File: src/rtl/core/plc_pkg.sv
`timescale 1ns / 1ps

package plc_pkg;

  localparam int DefCapacity = 16;

  localparam int ActionW   = 2;
  localparam int PositionW = 5;
  localparam int ValueW    = 8;
  localparam int StatusW   = 2;
  localparam int EntriesW  = 5;

  localparam logic [ActionW-1:0] ActAppend   = 2'd0;
  localparam logic [ActionW-1:0] ActInsert   = 2'd1;
  localparam logic [ActionW-1:0] ActDelete   = 2'd2;
  localparam logic [ActionW-1:0] ActTraverse = 2'd3;

  localparam logic [StatusW-1:0] StOk     = 2'd0;
  localparam logic [StatusW-1:0] StBounds = 2'd1;
  localparam logic [StatusW-1:0] StEmpty  = 2'd2;
  localparam logic [StatusW-1:0] StFull   = 2'd3;

  // what a cell does at the next edge
  typedef enum logic [2:0] {
    CELL_HOLD,
    CELL_LOAD,
    CELL_LEFT,
    CELL_RIGHT,
    CELL_WRAP
  } cell_op_e;

endpackage

File: src/rtl/core/plc_cell.sv
`timescale 1ns / 1ps

module plc_cell (
  input  logic               clk_i,
  input  plc_pkg::cell_op_e  op_i,
  input  logic [7:0]         value_i,
  input  logic [7:0]         left_i,
  input  logic [7:0]         right_i,
  input  logic [7:0]         wrap_i,
  output logic [7:0]         data_o
);

  logic [7:0] data_q, data_d;

  always_comb begin
    case (op_i)
      plc_pkg::CELL_LOAD:  data_d = value_i;
      plc_pkg::CELL_LEFT:  data_d = left_i;
      plc_pkg::CELL_RIGHT: data_d = right_i;
      plc_pkg::CELL_WRAP:  data_d = wrap_i;
      default:             data_d = data_q;
    endcase
  end

  always_ff @(posedge clk_i) begin
    data_q <= data_d;
  end

  assign data_o = data_q;

endmodule

File: src/rtl/core/positional_list_store.sv
`timescale 1ns / 1ps

// Ordered byte list held in a row of CAPACITY cells. Each input transaction
// (append, insert at position, delete at position, traverse) is accepted
// while no traverse runs and the output is free; append, insert and delete
// shift all cells in parallel and give one registered result transaction.
// Traverse rotates the cell row one place per cycle while the output is not
// stalled and emits cell 0 each time, giving fill results with tlast on the
// final one; the input stays stalled until the last of them is registered.
// An empty traverse gives a single result with has_item low. Failed actions
// leave the list unchanged and report status out of bounds, empty or full.
module positional_list_store #(
  parameter int CAPACITY = plc_pkg::DefCapacity
) (
  input  logic        clk_i,
  input  logic        rst_ni,
  input  logic        s_axis_tvalid,
  output logic        s_axis_tready,
  input  logic [15:0] s_axis_tdata,   // action[1:0], position[6:2], value[14:7]
  output logic        m_axis_tvalid,
  input  logic        m_axis_tready,
  output logic [15:0] m_axis_tdata,   // item[7:0], entries[12:8]
  output logic [2:0]  m_axis_tuser,   // has_item[0], status[2:1]
  output logic        m_axis_tlast    // last
);

  localparam int CntW = $clog2(CAPACITY + 1);
  localparam int CmpW = CntW + plc_pkg::PositionW;

  // input fields
  logic [plc_pkg::ActionW-1:0]   action;
  logic [plc_pkg::PositionW-1:0] position;
  logic [plc_pkg::ValueW-1:0]    value;

  assign action   = s_axis_tdata[1:0];
  assign position = s_axis_tdata[6:2];
  assign value    = s_axis_tdata[14:7];

  logic [CntW-1:0] fill_q, fill_d;
  logic [CntW-1:0] idx_q, idx_d;
  logic            trav_q, trav_d;

  logic                         out_valid_q, out_valid_d;
  logic [7:0]                   item_q, item_d;
  logic                         has_q, has_d;
  logic [plc_pkg::StatusW-1:0]  status_q, status_d;
  logic                         last_q, last_d;
  logic [plc_pkg::EntriesW-1:0] entries_q, entries_d;

  logic [7:0] cell_data [CAPACITY];

  logic in_acc, out_free, trav_step;
  logic [CmpW-1:0] fill_ext, fill_m1, pos_ext, idx_ext, ins_pos;
  logic do_ins, do_del;
  logic [7:0] gone;
  logic [CntW+plc_pkg::EntriesW-1:0] fill_wide;

  assign out_free      = !out_valid_q || m_axis_tready;
  assign s_axis_tready = !trav_q && out_free;
  assign in_acc        = s_axis_tvalid && s_axis_tready;
  assign trav_step     = trav_q && out_free;

  assign fill_ext = CmpW'(fill_q);
  assign fill_m1  = fill_ext - CmpW'(1);
  assign pos_ext  = CmpW'(position);
  assign idx_ext  = CmpW'(idx_q);

  // byte at the delete position, read before the shift
  always_comb begin
    gone = '0;
    for (int i = 0; i < CAPACITY; i++) begin
      if (pos_ext == CmpW'(i)) begin
        gone = gone | cell_data[i];
      end
    end
  end

  always_comb begin
    fill_d      = fill_q;
    idx_d       = idx_q;
    trav_d      = trav_q;
    out_valid_d = out_valid_q && !m_axis_tready;
    item_d      = item_q;
    has_d       = has_q;
    status_d    = status_q;
    last_d      = last_q;
    fill_wide   = {{plc_pkg::EntriesW{1'b0}}, fill_q};
    entries_d   = entries_q;
    do_ins      = 1'b0;
    do_del      = 1'b0;
    ins_pos     = fill_ext;

    if (in_acc) begin
      out_valid_d = 1'b1;
      item_d      = '0;
      has_d       = 1'b0;
      status_d    = plc_pkg::StOk;
      last_d      = 1'b1;
      case (action)
        plc_pkg::ActAppend: begin
          if (fill_ext == CmpW'(CAPACITY)) begin
            status_d = plc_pkg::StFull;
          end else begin
            do_ins = 1'b1;
            fill_d = fill_q + CntW'(1);
          end
        end
        plc_pkg::ActInsert: begin
          if (pos_ext > fill_ext) begin
            status_d = plc_pkg::StBounds;
          end else if (fill_ext == CmpW'(CAPACITY)) begin
            status_d = plc_pkg::StFull;
          end else begin
            do_ins  = 1'b1;
            ins_pos = pos_ext;
            fill_d  = fill_q + CntW'(1);
          end
        end
        plc_pkg::ActDelete: begin
          if (fill_q == '0) begin
            status_d = plc_pkg::StEmpty;
          end else if (pos_ext >= fill_ext) begin
            status_d = plc_pkg::StBounds;
          end else begin
            do_del = 1'b1;
            item_d = gone;
            has_d  = 1'b1;
            fill_d = fill_q - CntW'(1);
          end
        end
        default: begin
          // traverse: an empty list answers at once
          if (fill_q != '0) begin
            out_valid_d = 1'b0;
            trav_d      = 1'b1;
            idx_d       = '0;
          end
        end
      endcase
      fill_wide = {{plc_pkg::EntriesW{1'b0}}, fill_d};
      entries_d = fill_wide[plc_pkg::EntriesW-1:0];
    end else if (trav_step) begin
      out_valid_d = 1'b1;
      item_d      = cell_data[0];
      has_d       = 1'b1;
      status_d    = plc_pkg::StOk;
      last_d      = (idx_ext == fill_m1);
      entries_d   = fill_wide[plc_pkg::EntriesW-1:0];
      idx_d       = idx_q + CntW'(1);
      if (idx_ext == fill_m1) begin
        trav_d = 1'b0;
      end
    end
  end

  // cell row
  for (genvar g = 0; g < CAPACITY; g++) begin : g_cell
    plc_pkg::cell_op_e op;
    logic [7:0] left, right;

    if (g == 0) begin : g_first
      assign left = '0;
    end else begin : g_mid_l
      assign left = cell_data[g-1];
    end
    if (g == CAPACITY - 1) begin : g_end
      assign right = '0;
    end else begin : g_mid_r
      assign right = cell_data[g+1];
    end

    always_comb begin
      op = plc_pkg::CELL_HOLD;
      if (do_ins) begin
        if (CmpW'(g) == ins_pos) begin
          op = plc_pkg::CELL_LOAD;
        end else if (CmpW'(g) > ins_pos) begin
          op = plc_pkg::CELL_LEFT;
        end
      end else if (do_del) begin
        if (CmpW'(g) >= pos_ext) begin
          op = plc_pkg::CELL_RIGHT;
        end
      end else if (trav_step) begin
        // rotate the occupied part by one place
        if (CmpW'(g) == fill_m1) begin
          op = plc_pkg::CELL_WRAP;
        end else if (CmpW'(g) < fill_m1) begin
          op = plc_pkg::CELL_RIGHT;
        end
      end
    end

    plc_cell u_cell (
      .clk_i   (clk_i),
      .op_i    (op),
      .value_i (value),
      .left_i  (left),
      .right_i (right),
      .wrap_i  (cell_data[0]),
      .data_o  (cell_data[g])
    );
  end

  always_ff @(posedge clk_i or negedge rst_ni) begin
    if (!rst_ni) begin
      fill_q      <= '0;
      idx_q       <= '0;
      trav_q      <= 1'b0;
      out_valid_q <= 1'b0;
    end else begin
      fill_q      <= fill_d;
      idx_q       <= idx_d;
      trav_q      <= trav_d;
      out_valid_q <= out_valid_d;
    end
  end

  always_ff @(posedge clk_i) begin
    item_q    <= item_d;
    has_q     <= has_d;
    status_q  <= status_d;
    last_q    <= last_d;
    entries_q <= entries_d;
  end

  assign m_axis_tvalid = out_valid_q;
  assign m_axis_tdata  = {3'b000, entries_q, item_q};
  assign m_axis_tuser  = {status_q, has_q};
  assign m_axis_tlast  = last_q;

  a_fill_bound : assert property (@(posedge clk_i) disable iff (!rst_ni)
    fill_q <= CntW'(CAPACITY))
    else $error("entry count above capacity");

  a_no_accept_in_trav : assert property (@(posedge clk_i) disable iff (!rst_ni)
    trav_q |-> !s_axis_tready)
    else $error("input taken during traverse");

  a_fill_only_on_accept : assert property (@(posedge clk_i) disable iff (!rst_ni)
    !in_acc |=> fill_q == $past(fill_q))
    else $error("entry count changed without an input transaction");

  a_trav_idx : assert property (@(posedge clk_i) disable iff (!rst_ni)
    trav_q |-> (idx_q < fill_q))
    else $error("traverse index past the end of the list");

endmodule
File: config.mk
export PLATFORM = sky130hd
export DESIGN_NAME = positional_list_store
export DESIGN_NICKNAME = d
export VERILOG_FILES = /design/src/rtl/core/plc_pkg.sv /design/src/rtl/core/plc_cell.sv /design/src/rtl/core/positional_list_store.sv
export SDC_FILE = /design/constraint.sdc
export NUM_CORES = 1
export LEC_CHECK = 0
export BUFFER_PORTS_ARGS = -buffer_cell sky130_fd_sc_hd__buf_2
export CAP_MARGIN = 20
export CORE_UTILIZATION = 25
export CTS_CLUSTER_DIAMETER = 50
export DETAILED_ROUTE_END_ITERATION = 10
export PLACE_DENSITY = 0.46
export REMOVE_ABC_BUFFERS = 1
export SYNTH_ARGS = -nofsm -noshare
export SYNTH_HDL_FRONTEND = slang
export SYNTH_HIERARCHICAL = 1
export SYNTH_SLANG_ARGS = --single-unit
export TNS_END_PERCENT = 30
File: constraint.sdc
create_clock -name clk_i -period 3.8 [get_ports clk_i]
set_input_delay 0 -clock clk_i [delete_from_list [all_inputs] [get_ports clk_i]]
set_output_delay 0 -clock clk_i [all_outputs]
set_load 0.005 [all_outputs]
==> results.toml <==
[clocking]
clk_pin_slew_ns = 0.07
tritoncts = "yes"
clk_root_buffer_cell = "clkbuf_16"
cts_sinks = 157
cts_made_buffers = 17
clkLatencyLatePin_ns = 0.50
clk_path_buf_depth = 2
htreeDepth = 4

[setup_path]
critPathRequiredTime_ns = 4.01
critPathKind = "reg -> reg"
cpMostUsedCell = "buf_4"
slowest_delay_ns = 0.39
crit_buf_inv = 5
reg2reg_from = "fill_q[2]"
path_cells = "inv_1 -> ha_1 -> o211ai_2 -> a21oi_4 -> buf_4 -> o31ai_4 -> o2111ai_1 -> a211oi_2 -> nand2_1 -> buf_4 -> o21ai_1 -> buf_12 -> nor2_2 -> xnor2_1 -> buf_4"
crit_path_start = "fill_q[2]"
start_kind = "register"
cp-end-kind = "register"
crit_fanout = 17
cp_slowest_cell = "a211oi_2"
cp_top_family = "compound AO/OA/AOI/OAI gates"
cp_data_arrival_time_ns = 3.90

[layout]
area_delta_synth_final_pct = 14.8
drive_gt1_frac = 0.219
num_antenna_cells = 0
final_common_cell = "nand2_1"
layout.nets = 1668
utilization = 0.292
final_cell_mix = "218 x nand2_1, 185 x nor2_1, 148 x mux2i_1"
fill_cells = 5788

[routing]
first_pass_iters = 6
wirelength_um = 58400
routedWlPerCell_um = 24.4
viasPerCell = 5.53
antenna_left = 0
drcViolationCount = 0
dr_total_vias = 13300
drt-initial-drc-count = 1583

[yosys]
async_reset_ff_frac = 0.0764
synth_area_um2 = 14100
synth-edff-count = 144
yosys_most_used_dff = "edfxtp_1"
syn_inst = 1556
synth-seq-cells = 157
synth_warnings = 6
ys_seq_area_frac = 0.329
synth_cell_types = 75
postSynthAreaPerCell_um2 = 9.07

[global_routing]
grt_pass1_wl_um = 85000
grtUsageTotal = 0.204
grt_pass1_vias = 12400
grt_overflow = 0
grt_max_degree = 33
antenna_found_initial = 3

[floorplanning]
core.rowCount = 86
die_w_um = 240
core_um2 = 55400
die-area_um2 = 57400
pin_count = 42
chipHeight_um = 240
initial_utilization = 0.255

[status]
outcome = "finished, final reports clean"

[pwr]
power_w = 0.0172
p_leak_nw = 6.38
p_sw_frac = 0.484
p_clk_frac = 0.108
internal_power_w = 0.00885
vdd_drop_max_uv = 450
power_frac_seq = 0.283
p_comb_frac = 0.609
power.density_nw_per_um2 = 1060
p_switching_w = 0.00831

[timing]
rsz0062_at_grt = "yes"
tns_ns = 0
clock.fmax_mhz = 271
fin_ws_ns = 0.105
period_minus_slack_ns = 3.69
finalHoldViolCount = 0
period_share = 0.972
worst_pin_slew_ns = 0.975
slew_violations = 0
skew_ns = 0.0117
setup_viol = 0
slew_headroom = 0.350

[placed_design]
port_buffers = 37
routabilityCongestion = 0.963
dp_hpwl_um = 40800
pre_cts_ws_ns = -0.128

[worst_hold_path]
min-delay-start = "s_axis_tdata[0]"
hold_class = "in -> reg"

[job]
maxCapViolCount = 0
-- power by group through the flow --
stage / logic, W / clock network (W) / registers (W)
after floorplan: 0.00650 / 0 / 0.00412
after global placement: 0.00995 / 0 / 0.00487
after detailed placement: 0.0101 / 0 / 0.00486
after CTS: 0.0101 / 0.00190 / 0.00483
after global routing: 0.0113 / 0.00197 / 0.00489
final: 0.0105 / 0.00185 / 0.00485
-- cell families (layout without fill, tap and decap cells) --
group | after synthesis | after routing | synth area share
other | 1 | 19 | 0.000266
and+or+nand+nor | 625 | 625 | 0.219
buffers and inverters | 139 | 215 | 0.0706
DFF | 157 | 157 | 0.329
muxes | 151 | 151 | 0.108
AOI/OAI and AO/OA | 444 | 444 | 0.246
xor gates and xnor gates | 28 | 28 | 0.0174
adders and majority gates | 11 | 11 | 0.00976
-- state kept, by name, summed over array words and instances, names as in the netlist --
name                  cells
idx_q                     5
trav_q                    1
g_cell.u_cell/data_o    128
m_axis_tlast              1
has_q                     1
item_q                    8
status_q                  2
entries_q                 5
m_axis_tvalid             1
fill_q                    5
-- worst reg2reg max path: cells and delay by family, from the launching register on --
kind | cells | cell delay [ns]
AO/OA/AOI/OAI | 6 | 1.46
XOR/XNOR | 1 | 0.17
adder cells (fa/ha/maj) | 1 | 0.31
buffers and inverters | 5 | 0.82
flip-flops | 1 | 0.35
AND/OR/NAND/NOR | 2 | 0.28
-- worst paths after layout --
kind / cells past startpoint / slack (ns) / end
setup / recovery: 15 / 0.11 / g_cell[1].u_cell/data_o[7]
hold / removal: 4 / 0.03 / status_q[1]
setup reg to reg: 15 / 0.11 / g_cell[1].u_cell/data_o[7]
hold reg to reg: 1 / 0.50 / m_axis_tlast
max in group asynchronous: 3 / 2.73 / idx_q[3]
min in group asynchronous: 3 / 0.63 / fill_q[4]
-- synth_stat cells, types with 22 or more instances --
cell	n	area, um2
a211o_1	129	1130
a21oi_1	22	110
a22oi_1	32	240
buf_2	23	115
clkbuf_1	31	116
clkbuf_2	32	160
edfxtp_1	144	4320
mux2i_1	148	1480
nand2_1	220	826
nor2_1	186	698
o211ai_1	115	863
o21ai_0	57	285
or3_1	35	219
or3_2	80	601
xnor2_1	24	210
-- per-layer routing --
layer	track usage	part of all wire	up-vias
met2	0.308	0.44	567
li1	-	-	6053
met3	0.0429	0.072	106
met5	0	0.00038	-
met1	0.279	0.45	6529
met4	0.0897	0.040	4
-- timing repair --
item	in CTS	in global routing
resized for setup	1	20
pin swaps	0	2
setup buffers	0	7
endpoints found under the hold margin	14	0
hold buffers	6	0
endpoints found under the setup margin	8	201
gates cloned	0	0
-- area by class of cell --
cell class / instances / area [um2] / area share
clock buffers: 19 / 433 / 0.0267
clock inverters: 13 / 165 / 0.0102
inverters: 12 / 47.5 / 0.00294
multi-input cells: 1278 / 8640 / 0.533
flip-flops and latches: 157 / 4640 / 0.287
well taps: 748 / 936 / 0.0578
repair buffers: 171 / 1330 / 0.0821
-- stage by stage --
stage               instance area [um2]  std cells  hold slack [ns]
detailed placement                15400       2352          -0.0791
global placement                  15400       2352          -0.0742
CTS                               16000       2390          0.00239
global route                      16200       2398           0.0445
floorplan                         13200       1447           -0.296
finish                            16200       2398           0.0343
Power figures use the tool's default switching activity.
